### config.mk
export PLATFORM = sky130hd
export DESIGN_NAME = segment_text_scroller
export DESIGN_NICKNAME = d
export VERILOG_FILES = /design/src/design/stc_pkg.sv /design/src/design/stc_ctrl.sv /design/src/design/stc_dp.sv /design/src/design/segment_text_scroller.sv
export SDC_FILE = /design/constraint.sdc
export NUM_CORES = 1
export LEC_CHECK = 0
export BUFFER_PORTS_ARGS = -buffer_cell sky130_fd_sc_hd__buf_4
export CELL_PAD_IN_SITES_DETAIL_PLACEMENT = 1
export CELL_PAD_IN_SITES_GLOBAL_PLACEMENT = 2
export CORE_UTILIZATION = 25
export DETAILED_ROUTE_END_ITERATION = 16
export PLACE_DENSITY = 0.53
export SYNTH_ARGS = -nofsm -noshare
export SYNTH_HDL_FRONTEND = slang
export SYNTH_HIERARCHICAL = 1
export SYNTH_SLANG_ARGS = --single-unit
export TNS_END_PERCENT = 1
### constraint.sdc
create_clock -name clk -period 10.1 [get_ports clk]
set_input_delay 2.02 -clock clk [delete_from_list [all_inputs] [get_ports clk]]
set_output_delay 2.02 -clock clk [all_outputs]
set_load 0.02 [all_outputs]
### src/design/stc_pkg.sv
`timescale 1ns / 1ps
// Shared types, codes, constants and the 16-segment font for the text scroller.
// Depends on nothing; every other file of the block imports it.
package stc_pkg;

  localparam int GLYPH_W = 16;
  localparam int TIME_W  = 32;
  localparam int STEP_W  = 16;
  localparam int ROT_W   = 4;
  localparam int CFG_W   = 16;
  localparam int CFG_IW  = 3;

  localparam logic OP_LOAD    = 1'b0;
  localparam logic OP_REFRESH = 1'b1;

  localparam logic [7:0]         CHAR_END        = 8'h00;
  localparam logic [GLYPH_W-1:0] BLANK_GLYPH     = 16'h0000;
  localparam logic [STEP_W-1:0]  RESET_REVEAL_MS = 16'd80;
  localparam logic [STEP_W-1:0]  RESET_SCROLL_MS = 16'd200;

  typedef enum logic [CFG_IW-1:0] {
    REG_GLYPH_ROTATE   = 3'd0,
    REG_REVEAL_STEP_MS = 3'd1,
    REG_SCROLL_STEP_MS = 3'd2,
    REG_GLYPH_SIX      = 3'd3,
    REG_GLYPH_LETTER_A = 3'd4,
    REG_GLYPH_LETTER_W = 3'd5
  } reg_index_t;

  typedef struct packed {
    logic              opcode;
    logic [7:0]        char_code;
    logic [TIME_W-1:0] now_ms;
  } item_t;

  typedef struct packed {
    logic [7:0] shift_byte;
    logic       latch_after;
  } result_t;

  typedef struct packed {
    logic accept;
    logic emit_high;
    logic emit_low;
  } ctrl_cmd_t;

  typedef struct packed {
    logic run_needed;
    logic last_pair;
  } dp_status_t;

  // Characters without a pattern map to the blank glyph.
  function automatic logic [GLYPH_W-1:0] font_lookup(
    input logic [7:0]         ch,
    input logic [GLYPH_W-1:0] six,
    input logic [GLYPH_W-1:0] letter_a,
    input logic [GLYPH_W-1:0] letter_w
  );
    logic [GLYPH_W-1:0] g;
    case (ch)
      "0":     g = 16'h243F;
      "1":     g = 16'h0006;
      "2":     g = 16'h00DB;
      "3":     g = 16'h008F;
      "4":     g = 16'h12E0;
      "5":     g = 16'h00ED;
      "6":     g = six;
      "7":     g = 16'h0007;
      "8":     g = 16'h00FF;
      "9":     g = 16'h00EF;
      "A":     g = letter_a;
      "B":     g = 16'h128F;
      "C":     g = 16'h0039;
      "D":     g = 16'h120F;
      "E":     g = 16'h0079;
      "F":     g = 16'h0071;
      "G":     g = 16'h00BD;
      "H":     g = 16'h00F6;
      "I":     g = 16'h1209;
      "J":     g = 16'h001E;
      "K":     g = 16'h0C70;
      "L":     g = 16'h0038;
      "M":     g = 16'h0536;
      "N":     g = 16'h0936;
      "O":     g = 16'h003F;
      "P":     g = 16'h00F3;
      "Q":     g = 16'h083F;
      "R":     g = 16'h08F3;
      "S":     g = 16'h00ED;
      "T":     g = 16'h1201;
      "U":     g = 16'h003E;
      "V":     g = 16'h2430;
      "W":     g = letter_w;
      "X":     g = 16'h2D00;
      "Y":     g = 16'h1500;
      "Z":     g = 16'h2409;
      "*":     g = 16'h3FC0;
      default: g = BLANK_GLYPH;
    endcase
    return g;
  endfunction

  function automatic logic [GLYPH_W-1:0] rotate_left(
    input logic [GLYPH_W-1:0] g,
    input logic [ROT_W-1:0]   r
  );
    logic [2*GLYPH_W-1:0] wide;
    wide = {g, g} << r;
    return wide[2*GLYPH_W-1:GLYPH_W];
  endfunction

endpackage

### src/design/stc_ctrl.sv
`timescale 1ns / 1ps
// Sequencer of the text scroller: accepts items and paces the byte run.
// Depends on stc_pkg for the command and status structs.
module stc_ctrl
  import stc_pkg::*;
(
  input  logic       clk,
  input  logic       rst,
  input  logic       start,
  output logic       busy,
  input  dp_status_t status,
  output ctrl_cmd_t  cmd
);

  typedef enum logic [2:0] {
    S_IDLE = 3'b001,
    S_HIGH = 3'b010,
    S_LOW  = 3'b100
  } state_t;

  state_t state;
  state_t state_next;

  always_comb begin
    state_next = state;
    unique case (state)
      S_IDLE: begin
        if (start && status.run_needed) state_next = S_HIGH;
      end
      S_HIGH: state_next = S_LOW;
      S_LOW: begin
        state_next = status.last_pair ? S_IDLE : S_HIGH;
      end
      default: state_next = S_IDLE;
    endcase
  end

  always_ff @(posedge clk) begin
    if (rst) begin
      state <= S_IDLE;
    end else begin
      state <= state_next;
    end
  end

  assign busy          = (state != S_IDLE);
  assign cmd.accept    = start && (state == S_IDLE);
  assign cmd.emit_high = (state == S_HIGH);
  assign cmd.emit_low  = (state == S_LOW);

  a_run_starts: assert property (@(posedge clk) disable iff (rst)
    cmd.accept && status.run_needed |=> state == S_HIGH)
    else $error("refresh run did not start after accept");

  a_pair_order: assert property (@(posedge clk) disable iff (rst)
    state == S_HIGH |=> state == S_LOW)
    else $error("high byte not followed by low byte");

  a_run_ends: assert property (@(posedge clk) disable iff (rst)
    state == S_LOW && status.last_pair |=> !busy)
    else $error("block stayed busy after the last pair");

endmodule

### src/design/stc_dp.sv
`timescale 1ns / 1ps
// Datapath of the text scroller: text memory, timing state, config registers,
// font lookup and the output byte register. Depends on stc_pkg.
module stc_dp
  import stc_pkg::*;
#(
  parameter int BUF_DEPTH = 32,
  parameter int DIGITS    = 8
) (
  input  logic              clk,
  input  logic              rst,
  input  item_t             item,
  input  ctrl_cmd_t         cmd,
  output dp_status_t        status,
  input  logic              cfg_we,
  input  logic [CFG_IW-1:0] cfg_index,
  input  logic [CFG_W-1:0]  cfg_data,
  output logic              result_valid,
  output result_t           result
);

  localparam int AW = (BUF_DEPTH > 1) ? $clog2(BUF_DEPTH) : 1;
  localparam int LW = $clog2(BUF_DEPTH + 1);
  localparam int SW = $clog2(BUF_DEPTH + DIGITS + 1);
  localparam int RW = $clog2(DIGITS + 1);
  localparam int PW = $clog2(DIGITS + 2);

  logic [7:0] mem [BUF_DEPTH];
  logic [7:0] rd_data;

  logic [LW-1:0]     write_index;
  logic [LW-1:0]     text_length;
  logic [RW-1:0]     reveal_count;
  logic [LW-1:0]     scroll_position;
  logic [TIME_W-1:0] last_step_time;

  logic [ROT_W-1:0]   glyph_rotate;
  logic [STEP_W-1:0]  reveal_step_ms;
  logic [STEP_W-1:0]  scroll_step_ms;
  logic [GLYPH_W-1:0] glyph_six;
  logic [GLYPH_W-1:0] glyph_letter_a;
  logic [GLYPH_W-1:0] glyph_letter_w;

  logic [SW-1:0]      slot;
  logic [SW-1:0]      slot_next;
  logic [PW-1:0]      blank_left;
  logic [PW-1:0]      pairs_left;
  logic [GLYPH_W-1:0] glyph;

  logic [TIME_W-1:0] elapsed;
  logic              is_short;
  logic              short_done;
  logic              long_done;
  logic              reveal_due;
  logic              scroll_due;
  logic [RW-1:0]     reveal_new;
  logic [LW-1:0]     scroll_limit;
  logic [LW-1:0]     scroll_inc;
  logic              is_refresh;
  logic              slot_blank;
  logic [GLYPH_W-1:0] glyph_now;

  assign elapsed    = item.now_ms - last_step_time;
  assign is_short   = 32'(text_length) <= 32'(DIGITS);
  assign short_done = 32'(reveal_count) >= 32'(DIGITS);
  assign long_done  = (32'(text_length) - 32'(scroll_position)) == 32'(DIGITS);
  assign reveal_due = elapsed > 32'(reveal_step_ms);
  assign scroll_due = elapsed > 32'(scroll_step_ms);
  assign reveal_new = reveal_due ? reveal_count + RW'(1) : reveal_count;
  assign scroll_limit = LW'(32'(text_length) - 32'(DIGITS));
  assign scroll_inc = scroll_position + LW'(1);
  assign is_refresh = (item.opcode == OP_REFRESH);

  assign status.run_needed = is_refresh && (is_short ? !short_done : !long_done);
  assign status.last_pair  = (pairs_left == PW'(1));

  // Leading blank pairs come first; a slot past the text reads as blank too.
  assign slot_blank = (blank_left != '0) || (32'(slot) >= 32'(text_length));
  assign glyph_now  = slot_blank ? BLANK_GLYPH :
                      rotate_left(font_lookup(rd_data, glyph_six, glyph_letter_a,
                                              glyph_letter_w), glyph_rotate);

  always_comb begin
    slot_next = slot;
    if (cmd.accept && status.run_needed) begin
      slot_next = is_short ? '0 : SW'(scroll_position);
    end else if (cmd.emit_low && blank_left == '0) begin
      slot_next = slot + SW'(1);
    end
  end

  // The read address follows the slot, so the data is ready for the next high byte.
  always_ff @(posedge clk) begin
    if (cmd.accept && !is_refresh && item.char_code != CHAR_END &&
        32'(write_index) < 32'(BUF_DEPTH)) begin
      mem[write_index[AW-1:0]] <= item.char_code;
    end
    rd_data <= mem[slot_next[AW-1:0]];
  end

  always_ff @(posedge clk) begin
    if (rst) begin
      write_index     <= '0;
      text_length     <= '0;
      reveal_count    <= '0;
      scroll_position <= '0;
      last_step_time  <= '0;
      slot            <= '0;
      blank_left      <= '0;
      pairs_left      <= '0;
    end else begin
      slot <= slot_next;
      if (cmd.accept) begin
        if (!is_refresh) begin
          if (item.char_code == CHAR_END) begin
            text_length     <= write_index;
            reveal_count    <= '0;
            scroll_position <= '0;
            last_step_time  <= item.now_ms;
            write_index     <= '0;
          end else if (32'(write_index) < 32'(BUF_DEPTH)) begin
            write_index <= write_index + LW'(1);
          end
        end else if (status.run_needed) begin
          if (is_short) begin
            if (reveal_due) begin
              last_step_time <= item.now_ms;
              reveal_count   <= reveal_new;
            end
            blank_left <= PW'(DIGITS + 1) - PW'(reveal_new);
            pairs_left <= PW'(DIGITS + 1);
          end else begin
            if (scroll_due) begin
              last_step_time  <= item.now_ms;
              scroll_position <= (scroll_inc > scroll_limit) ? scroll_limit : scroll_inc;
            end
            blank_left <= '0;
            pairs_left <= PW'(DIGITS);
          end
        end
      end else if (cmd.emit_low) begin
        pairs_left <= pairs_left - PW'(1);
        if (blank_left != '0) blank_left <= blank_left - PW'(1);
      end
    end
  end

  always_ff @(posedge clk) begin
    if (rst) begin
      glyph_rotate   <= '0;
      reveal_step_ms <= RESET_REVEAL_MS;
      scroll_step_ms <= RESET_SCROLL_MS;
      glyph_six      <= BLANK_GLYPH;
      glyph_letter_a <= BLANK_GLYPH;
      glyph_letter_w <= BLANK_GLYPH;
    end else if (cfg_we) begin
      unique case (cfg_index)
        REG_GLYPH_ROTATE:   glyph_rotate   <= cfg_data[ROT_W-1:0];
        REG_REVEAL_STEP_MS: reveal_step_ms <= cfg_data;
        REG_SCROLL_STEP_MS: scroll_step_ms <= cfg_data;
        REG_GLYPH_SIX:      glyph_six      <= cfg_data;
        REG_GLYPH_LETTER_A: glyph_letter_a <= cfg_data;
        REG_GLYPH_LETTER_W: glyph_letter_w <= cfg_data;
        default: ;
      endcase
    end
  end

  always_ff @(posedge clk) begin
    if (rst) begin
      result_valid <= 1'b0;
    end else begin
      result_valid <= cmd.emit_high || cmd.emit_low;
    end
  end

  always_ff @(posedge clk) begin
    if (cmd.emit_high) begin
      glyph              <= glyph_now;
      result.shift_byte  <= glyph_now[GLYPH_W-1:8];
      result.latch_after <= 1'b0;
    end else if (cmd.emit_low) begin
      result.shift_byte  <= glyph[7:0];
      result.latch_after <= (pairs_left == PW'(1));
    end
  end

  a_latch_on_last: assert property (@(posedge clk) disable iff (rst)
    cmd.emit_low && pairs_left == PW'(1) |=> result_valid && result.latch_after)
    else $error("latch not marked on the last byte of a run");

  a_blanks_fit: assert property (@(posedge clk) disable iff (rst)
    blank_left <= pairs_left)
    else $error("more blank pairs pending than pairs left");

  a_scroll_bound: assert property (@(posedge clk) disable iff (rst)
    32'(text_length) > 32'(DIGITS) |->
      32'(scroll_position) <= 32'(text_length) - 32'(DIGITS))
    else $error("scroll position ran past the end of the text");

  a_reveal_bound: assert property (@(posedge clk) disable iff (rst)
    32'(reveal_count) <= 32'(DIGITS))
    else $error("reveal count above the digit count");

endmodule

### src/design/segment_text_scroller.sv
`timescale 1ns / 1ps
// Top level of the 16-segment text scroller: joins sequencer and datapath.
// Depends on stc_pkg, stc_ctrl and stc_dp.
//
//   channel  | handshake            | payload
//   ---------+----------------------+-----------------------------------
//   item in  | start, busy          | item (opcode, char_code, now_ms)
//   result   | result_valid strobe  | result (shift_byte, latch_after)
//   config   | cfg_we               | cfg_index, cfg_data
//
// A load item never makes the block busy.
// A refresh is accepted and then sends its glyph pairs, high byte then low
// byte, through the single byte output register: DIGITS+1 pairs for a short
// text, DIGITS for a long one, and none when there is nothing to show.
// Each byte appears in the cycle after it is formed and stays for one cycle only.
// Reset is synchronous; the text memory is not cleared and needs no sweep.
module segment_text_scroller
  import stc_pkg::*;
#(
  parameter int BUF_DEPTH = 32,
  parameter int DIGITS    = 8
) (
  input  logic              clk,
  input  logic              rst,
  input  logic              start,
  output logic              busy,
  input  item_t             item,
  output logic              result_valid,
  output result_t           result,
  input  logic              cfg_we,
  input  logic [CFG_IW-1:0] cfg_index,
  input  logic [CFG_W-1:0]  cfg_data
);

  ctrl_cmd_t  cmd;
  dp_status_t status;

  stc_ctrl u_ctrl (
    .clk    (clk),
    .rst    (rst),
    .start  (start),
    .busy   (busy),
    .status (status),
    .cmd    (cmd)
  );

  stc_dp #(
    .BUF_DEPTH (BUF_DEPTH),
    .DIGITS    (DIGITS)
  ) u_dp (
    .clk          (clk),
    .rst          (rst),
    .item         (item),
    .cmd          (cmd),
    .status       (status),
    .cfg_we       (cfg_we),
    .cfg_index    (cfg_index),
    .cfg_data     (cfg_data),
    .result_valid (result_valid),
    .result       (result)
  );

endmodule
Yosys cells after proc, flatten, opt, wreduce, memory -nomap -nowiden
Memory sizes are Yosys's and may differ from the RTL's. A register that Yosys moved wholly into a read port is not among the register bits.
Cells that the tools add are included.
{"block": "totals", "regBits": 173, "wordCells": 180, "in_bits": 64, "out_inout_bits": 11, "ram_bits": 256, "memories": 1}
{"block": "op_classes", "eq_ne": 58, "n_reduce_logical": 38, "shift": 1, "magnitude_cmp": 7, "add_sub_neg": 10, "muxes": 44, "bitwise_logic": 1}
{"memory": "u_dp.mem", "words": 32, "word_bits": 8, "read_ports": 1, "rd_ports_with_merged_regs": 1, "write_ports": 1, "line_no": "stc_dp.sv:28", "rtl": "logic [7:0] mem [BUF_DEPTH];"}
{"op": "$pmux W16 S36", "n": 1}
{"op": "$eq A8 B7 Y1 const B", "n": 26}
{"op": "$mux W32", "n": 6}
{"op": "$eq A8 B6 Y1 const B", "n": 11}
{"op": "$mux W6", "n": 11}
{"op": "$gt A32 B16 Y1", "n": 2}
{"op": "$mux W4", "n": 16}
{"op": "$eq A32 B4 Y1 const B", "n": 1}
{"op": "$shl A32 B4 Y32", "n": 1}
{"op": "$sub A32 B32 Y32", "n": 1}
{"op": "$add A6 B1 Y6 const B", "n": 3}
{"op": "$mux W9", "n": 2}
{"op": "$mux W16", "n": 1}
{"op": "$reduce_and A5 Y1", "n": 3}
{"op": "$reduce_and A2 Y1", "n": 6}
{"op": "$reduce_bool A2 Y1", "n": 6}
{"op": "$ne A2 B1 Y1 const B", "n": 5}
{"op": "$eq A3 B2 Y1 const B", "n": 3}
{"op": "$eq A3 B3 Y1 const B", "n": 3}
{"op": "$pmux W3 S3", "n": 1}
{"op": "$reduce_and A3 Y1", "n": 3}
{"op": "$logic_and A1 B1 Y1", "n": 8}
{"op": "$logic_not A8 Y1", "n": 1}
{"op": "$reduce_bool A8 Y1", "n": 1}
{"op": "other kinds (26)", "n": 37}

Depth between registers and ports, before layout
Gate-level depths: netlist (run 1).
{"block": "logic_depth", "word_depth": 8, "mapped_depth": 24, "depth_no_buf": 24}

By module
The synthesis (run 1) kept the hierarchy.
{"module": "stc_dp", "cells_per_inst": 2181, "seq_area_each_um2": 11410.9, "instances": 1, "area_each_um2": 22562.9}
{"module": "stc_ctrl", "cells_per_inst": 17, "seq_area_each_um2": 60.1, "instances": 1, "area_each_um2": 145.1}

Least setup slack after synthesis (run 1)
Ideal clock, no wire load.
{"block": "synth_timing", "kind": "input port to flip-flop", "start": "input port item[0] (netlist name)", "end": "register u_dp.blank_left[3]", "required_time_ns": 10.013, "t_arrival_ns": 6.146, "n_path_buf": 0, "setup_ns": 0.087, "slack_ns": 3.867, "stages": 22, "path_cell_list": "inv_1 -> ha_1 -> fa_1 -> nand2b_1 -> a21oi_1 -> o21ai_0 -> nor2b_1 -> o21ba_2 -> xnor2_1 -> ha_1 -> a21o_1 -> a21o_1 -> a211oi_1 -> o2111ai_1 -> nor4_4 -> nor2_1 -> xnor2_1 -> ha_1 -> xnor2_1 -> nor2b_1 -> and4_1 -> o31ai_1"}
{"block": "synth_between", "elab_chain_cells": 8}
{"element": "from (decl)", "line_no": "segment_text_scroller.sv:27", "rtl": "input item_t item,"}
{"element": "$sub A32 B32 Y32", "line_no": "stc_dp.sv:63", "rtl": "assign elapsed = item.now_ms - last_step_time;"}
{"element": "$gt A32 B16 Y1", "line_no": "stc_dp.sv:67", "rtl": "assign reveal_due = elapsed > 32'(reveal_step_ms);"}
{"element": "$mux W4", "line_no": "stc_dp.sv:69", "rtl": "assign reveal_new = reveal_due ? reveal_count + RW'(1) : reveal_count;"}
{"element": "$sub A4 B4 Y4", "line_no": "stc_dp.sv:130", "rtl": "blank_left <= PW'(DIGITS + 1) - PW'(reveal_new);"}
{"element": "$mux W4", "line_no": "stc_dp.sv:125", "rtl": "if (is_short) begin"}
{"element": "$mux W4", "line_no": "stc_dp.sv:124", "rtl": "end else if (status.run_needed) begin"}
{"element": "$mux W4", "line_no": "stc_dp.sv:114", "rtl": "if (!is_refresh) begin"}
{"element": "$mux W4", "line_no": "stc_dp.sv:113", "rtl": "if (cmd.accept) begin"}
{"element": "to (signal assigned)", "line_no": "stc_dp.sv:130"}
{"element": "to (signal assigned)", "line_no": "stc_dp.sv:143", "rtl": "if (blank_left != '0) blank_left <= blank_left - PW'(1);"}
{"element": "to (decl)", "line_no": "stc_dp.sv:46", "rtl": "logic [PW-1:0] blank_left;"}
Every way passes these cells. The select of a mux whose other input is x is not followed.
A chain may end at the register's enable or synchronous reset.

Worst setup path after layout (run 1)
Same ends and word-level chain as after synthesis.

==> results_dict.tcl, run 1 <==
set metrics [dict create \
    ys_ff_latch 437 \
    synth_top_cell_area_share_pct 36.0 \
    clk-insertion-delay-late_ns 0.63 \
    die_h_um 303 \
    crit_fanout 9 \
    synthArstFlopShare_pct 0 \
    coreArea_um2 90000 \
    worst_clock_skew_ns 0.0282 \
    cts.sinks 437 \
    cts_setup_buffers 0 \
    final_max_slew_viol_count 0 \
    startpoint_type "input pin" \
    grt_pass1_wl_mm 109 \
    vias 16800 \
    ant_nets 0 \
    r2r-start "u_dp/last_step_time[0]$_SDFFE_PP0P_" \
    ctsHoldBuffers 0 \
    synth_fp_nets 2358 \
    grt_use_met1_pct 20.8 \
    synth_top_area_cell "edfxtp_1" \
    r2r_slack_ns 4.83 \
    overflow 0 \
    path_class "in2reg" \
    final_nets 2404 \
    cts-htree-levels 2 \
    synthCells 2198 \
    die-width_um 303 \
    setup_tns_ns 0 \
    final_common_cell "nand2_1" \
    drt_iter0_markers 882 \
    finalPower_mw 4.37 \
    synth_area_um2 22700 \
    layout-area-overhead-vs-synth_pct 16.3 \
    busiest_layer "met2" \
    pin_count 75 \
    grt_use_met3_pct 1.98 \
    cp.required_ns 10.64 \
    cts_buffers 52 \
    clk_pin_slew_ns 0.06 \
    timing.final.crit_period_ns 6.51 \
    relSlewSlack_pct 24.2 \
    row_count 110 \
    final_cell_area_um2 26400 \
    reg2reg_depth 22 \
    finalCritPeriodShare_pct 64.4 \
    syn_avg_cell_area_um2 10.3 \
    synth_edf_count 272 \
    clock-root-buffer "clkbuf_16" \
    grt_max_degree 115 \
    synth_flop_cell "edfxtp_1" \
    clk_path_buf_depth 3 \
    dpl.hpwl_mm 49.9 \
    hold_class "reg2reg" \
    final_cell_mix "nand2_1 (346), edfxtp_1 (272), a21oi_1 (183)" \
    finalHoldViolCount 0 \
    via_per_inst 4.86 \
    ys_seq_area_share_pct 50.5 \
    antenna_found_initial 1 \
    maxCapViolCount 0 \
    place_area_um2 24600 \
    r2r_end "u_dp/blank_left[3]$_SDFFE_PP0P_" \
    synth.area.top_cells "edfxtp_1 (36%), dfxtp_1 (15%), nand2_1 (5.7%)" \
    grtUsageTotal_pct 15.6 \
    dr.pass1.iters 5 \
    cts_tree "built" \
    post_cts_resized 0 \
    power.density_nw_per_um2 165 \
    io_buffer_count 74 \
    end_kind "register" \
    routed_wl_mm 72.1 \
    max_freq_mhz 154 \
    drc 0 \
    rsz0062_at_grt "no" \
    die-area_um2 92000 \
    ir_drop_mv 0.138 \
    min_to "u_dp/glyph_six[14]$_SDFFE_PP0P_" \
    cp.arrival_ns 7.04 \
    wl_per_cell_um 20.8 \
    hold_depth 2 \
    start_util_pct 25.2 \
    p_leak_nw 8.86 \
    ys_warn_count 6 \
    hold_start "u_dp/glyph_six[14]$_SDFFE_PP0P_" \
    status "finished clean" \
    worst_pin_slew_ns 1.13 \
    gp_congestion 0.778 \
    layout-drive-gt1-share_pct 12.2 \
    met2_usage_pct 26.6 \
    setup_viol 0 \
    grt_pass1_vias 17400 \
    synthDistinctLibCells 81 \
]
[synth_stat cells, types with 19 or more instances]
library cell / instances
mux4_2: 35
dfxtp_1: 165
o21ai_0: 78
a21o_1: 31
nor2_1: 125
nand2_1: 346
mux2i_1: 97
xnor2_1: 21
mux2_2: 19
nand3_1: 49
inv_1: 103
ha_1: 95
clkbuf_1: 90
nor2b_1: 21
nand2b_1: 89
a32oi_1: 22
edfxtp_1: 272
nor3_1: 33
a21oi_1: 184
[registers in the layout, indices dropped and copies added, names as in the netlist, 9 cells and up]
signal and flops:
u_dp/glyph_letter_a 16, u_dp/glyph_letter_w 16, u_dp/glyph_six 16, u_dp/last_step_time 32, u_dp/mem 256, u_dp/result 9
u_dp/reveal_step_ms 16, u_dp/scroll_step_ms 16
[critical path, stage by stage]
cell,delay (ns)
buf_4,0.09
inv_1,0.04
ha_1,0.22
fa_1,0.41
nand2b_1,0.19
a21oi_1,0.27
o21ai_0,0.25
nor2b_1,0.22
o21ba_2,0.23
xnor2_1,0.21
ha_1,0.29
nand3_1,0.10
nor2_1,0.07
and2_1,0.15
a211oi_1,0.35
o2111ai_1,0.23
nor4_4,0.52
nor2_1,0.11
xnor2_1,0.15
ha_1,0.20
xnor2_1,0.15
nor2b_1,0.14
and4_1,0.20
o31ai_1,0.22
[cell type report]
type                            instances  area [um2]
Sequential cell                       437       11500
Antenna cell                            1        2.50
Fill cell                           10100       63600
Tap cell                             1176        1470
Multi-Input combinational cell       1542       10400
Clock inverter                         27         352
Inverter                              103         387
Clock buffer                           69        1490
Timing Repair Buffer                  108         815
[power by group]
group	internal, mW	leakage (nW)	switching, mW	total [mW]
Combinational	0.158	4.17	0.274	0.432
Sequential	1.91	3.79	0.0171	1.93
Clock	1.21	0.899	0.791	2.00
[routing by layer]
metal  vias to the layer above  share of wire, %
met1                      8413                47
li1                       8118                 -
met2                       230                48
met4                         0               1.8
met5                         -                 0
met3                        74               3.1
[stage by stage]
| stage | util [%] | setup WS (ns) | hold WS, ns | cells |
|---|---|---|---|---|
| 6_report | 29.3 | 3.59 | 0.455 | 3463 |
| 5_1_grt | 29.3 | 3.30 | 0.472 | 3462 |
| 4_1_cts | 29.3 | 3.64 | 0.460 | 3462 |
| 3_5_place_dp | 27.3 | 3.00 | 0.450 | 3366 |
| 3_3_place_gp | 27.3 | 3.07 | 0.442 | 3366 |
| 2_1_floorplan | - | 3.87 | 0.432 | 2198 |
[worst max-delay path by stage]
stage / end / slack (ns) / cells after the start / startpoint
2_1_floorplan: u_dp/blank_left[3]$_SDFFE_PP0P_ / 3.87 / 22 / item[0]
4_1_cts: u_dp/blank_left[3]$_SDFFE_PP0P_ / 3.64 / 22 / item[0]
3_5_place_dp: u_dp/blank_left[3]$_SDFFE_PP0P_ / 3.00 / 22 / item[0]
5_1_grt: u_dp/blank_left[3]$_SDFFE_PP0P_ / 3.30 / 24 / item[0]
6_report: u_dp/blank_left[3]$_SDFFE_PP0P_ / 3.59 / 24 / item[0]
3_3_place_gp: u_dp/blank_left[3]$_SDFFE_PP0P_ / 3.07 / 24 / item[0]
[cell families after synthesis]
logic type / Yosys count / share of synthesized area, %
adders and majority gates: 96 / 5.32
muxes: 151 / 8.69
xor gates and xnor gates: 35 / 1.35
AOI/OAI and AO/OA: 479 / 13.8
buffers and inverters: 219 / 3.87
and+or+nand+nor: 781 / 16.5
DFF: 437 / 50.5
(Power assumes the default switching activity.)
==> inputs of run 2 (changes only) <==
- ABC_AREA: unset -> 1
- PLACE_DENSITY: 0.53 -> 0.59
- clock period: 10.1 -> 5.55 ns (I/O delays scaled with it)
==> run 2 against run 1 <==
Compared with the run above: global-route usage up 1.4 points; sequential power rose by 88%; non-clock buffer count decreased by 6; register-to-register slack worse by 3.4 ns; critical endpoint is now u_dp/blank_left[2]$_SDFFE_PP0P_.
==> results_dict.tcl, run 2 <==
set metrics [dict create \
    synth_most_common_cell "nand2_1" \
    final_cell_area_um2 27500 \
    ctsHoldBuffers 0 \
    multiInputGateArea_um2 10100 \
    coreArea_um2 93700 \
    ys_ff_latch 437 \
    relSlewSlack_pct 25.5 \
    cp-endpoint "u_dp/blank_left[2]$_SDFFE_PP0P_" \
    ant_nets 0 \
    synth_fp_nets 3180 \
    synth_common_cells "nand2_1 (872), inv_1 (436), edfxtp_1 (272), nand3_1 (252), nor2_1 (215)" \
    largest_reg_flops 256 \
    clk_pin_slew_ns 0.06 \
    r2r_end "u_dp/rd_data[3]$_DFF_P_" \
    cts_setup_buffers 0 \
    finalHoldViolCount 0 \
    end_kind "register" \
    clock-root-buffer "clkbuf_16" \
    finalPower_mw 9.17 \
    synth_edf_count 272 \
    cp.arrival_ns 4.79 \
    die-area_um2 96300 \
    finalCritPeriodShare_pct 77.0 \
    r2r-start "u_dp/scroll_position[2]$_SDFFE_PP0P_" \
    grt_max_degree 185 \
    cp-startpoint "item[6]" \
    fillCellCount 11200 \
    path_class "in2reg" \
    via_per_inst 4.55 \
    synthArstFlopShare_pct 0 \
    worst_clock_skew_ns 0.0913 \
    grtUsageTotal_pct 17.0 \
    timing.final.crit_period_ns 4.27 \
    cts-htree-levels 2 \
    place_area_um2 25700 \
    area.sequential_um2 11500 \
    dpl_worst_slack_ns 0.553 \
    worst_pin_slew_ns 1.11 \
    layout-drive-gt1-share_pct 8.65 \
    synthCells 3020 \
    p_leak_nw 11.5 \
    status "finished clean" \
    reg2reg_depth 21 \
    row_count 112 \
    startpoint_type "input pin" \
    layout-area-overhead-vs-synth_pct 15.5 \
    r2r_slack_ns 1.44 \
    drt_iter0_markers 975 \
    final_max_slew_viol_count 0 \
    ys_warn_count 6 \
    setup_ws_ns 1.28 \
    ys_seq_area_share_pct 48.2 \
    final_nets 3239 \
    synth_top_area_cell "edfxtp_1" \
    setup_tns_ns 0 \
    synth_area_um2 23800 \
    io_buffer_count 74 \
    clk-insertion-delay-late_ns 0.69 \
    grt_pass1_wl_mm 124 \
    syn_avg_cell_area_um2 7.87 \
    max_freq_mhz 234 \
    hold_class "reg2reg" \
    synth_flop_cell "edfxtp_1" \
    hold_start "u_dp/glyph_letter_w[10]$_SDFFE_PP0P_" \
    maxCapViolCount 0 \
    dr.pass1.iters 7 \
    drc 0 \
    clk_path_buf_depth 3 \
    start_util_pct 25.4 \
    synth_top_cell_area_share_pct 34.4 \
    cts_buffers 55 \
    ir_drop_mv 0.288 \
    cts.sinks 437 \
    synth.area.top_cells "edfxtp_1 (34%), dfxtp_1 (14%), nand2_1 (14%)" \
    post_cts_resized 0 \
    final_common_cell "nand2_1" \
    cp.required_ns 6.07 \
    vias 19900 \
    power.density_nw_per_um2 334 \
    post-route-util_pct 29.3 \
    grt_pass1_vias 20500 \
    die_h_um 310 \
    final_cell_mix "nand2_1 (872), inv_1 (435), edfxtp_1 (272)" \
    setup_viol 0 \
    routed_wl_mm 81.5 \
    synthDistinctLibCells 57 \
    dpl.hpwl_mm 58.9 \
    crit_fanout 7 \
    die-width_um 310 \
    overflow 0 \
    wl_per_cell_um 18.6 \
    cts_tree "built" \
    antenna_found_initial 2 \
    pin_count 75 \
    rsz0062_at_grt "no" \
    gp_congestion 0.847 \
]
[run 2: changes by cell type after synthesis, moves of 23 or more]
cell      delta
mux4_2      -35
buf_2       +23
a21o_1      -30
o21ai_1     +27
inv_1      +333
nand2_1    +526
mux2i_1     -95
nand2b_1    -89
nor2_1      +90
clkbuf_1    -42
o21ai_0    +112
a21oi_2     +26
nand3_1    +203
a21oi_1     -55
[run 2: cell type report]
class / count / area share (%)
timing repair buffer: 102 / 2.88
clock inverter: 30 / 1.13
multi-input combinational: 2025 / 36.8
inverter: 458 / 6.26
tap: 1254 / 5.71
clock buffer: 71 / 5.38
antenna: 2 / 0.0182
sequential: 437 / 41.8
[run 2: per-layer routing]
layer	share of wire [%]	routed length [um]	global-route usage, %	vias up
met5	0.011	9	0	-
met1	49	39800	23.3	9664
met2	46	37500	27.6	208
met3	2.9	2390	2.35	84
met4	2.3	1890	4.87	2
li1	-	-	-	9965
[run 2: worst min-delay path by stage]
stage	endpoint	slack [ns]	cells past startpoint
after global routing	u_dp/glyph_six[6]$_SDFFE_PP0P_	0.48	2
after CTS	u_dp/glyph_letter_w[10]$_SDFFE_PP0P_	0.46	2
after detailed placement	u_dp/glyph_six[6]$_SDFFE_PP0P_	0.45	2
after global placement	u_dp/glyph_six[15]$_SDFFE_PP0P_	0.44	2
after floorplan	u_dp/glyph_six[11]$_SDFFE_PP0P_	0.42	2
final	u_dp/glyph_letter_w[10]$_SDFFE_PP0P_	0.45	2
[run 2: power breakdown]
part           switching, mW  total (mW)  internal, mW
Clock                   1.51        3.54          2.03
Combinational           1.40        2.00         0.604
Sequential            0.0687        3.63          3.56
[run 2: worst max-delay path: stages]
cell and delay [ns]:
buf_4 0.11, ha_1 0.36, nand2_1 0.13, nor2_1 0.16, inv_1 0.06, nor2_1 0.12
nand2_1 0.07, nand3_1 0.22, xor2_1 0.39, ha_1 0.21, nand2_1 0.08, nor3_1 0.24
and2_1 0.24, inv_1 0.06, nand2_1 0.11, nand3_4 0.12, o21ai_0 0.30, inv_1 0.08
ha_1 0.28, a221oi_1 0.25, a211oi_1 0.07
[run 2: kinds of logic (layout without fill, tap and decap cells)]
family / after synthesis / count (layout) / share of synthesized area [%]
XOR/XNOR: 30 / 30 / 1.11
multiplexers: 2 / 2 / 0.0842
adder cells (fa/ha/maj): 96 / 96 / 5.08
AND/OR/NAND/NOR: 1448 / 1448 / 25.5
flip-flops: 437 / 437 / 48.2
buffers and inverters: 558 / 661 / 9.26
other: 0 / 2 / 0
AO/OA/AOI/OAI: 449 / 449 / 10.7
[run 2: metrics by stage]
| stage | hold WS (ns) | instances |
|---|---|---|
| after global placement | 0.435 | 4276 |
| after CTS | 0.457 | 4377 |
| after global routing | 0.481 | 4377 |
| final | 0.455 | 4379 |
| after floorplan | 0.423 | 3020 |
| after detailed placement | 0.448 | 4276 |
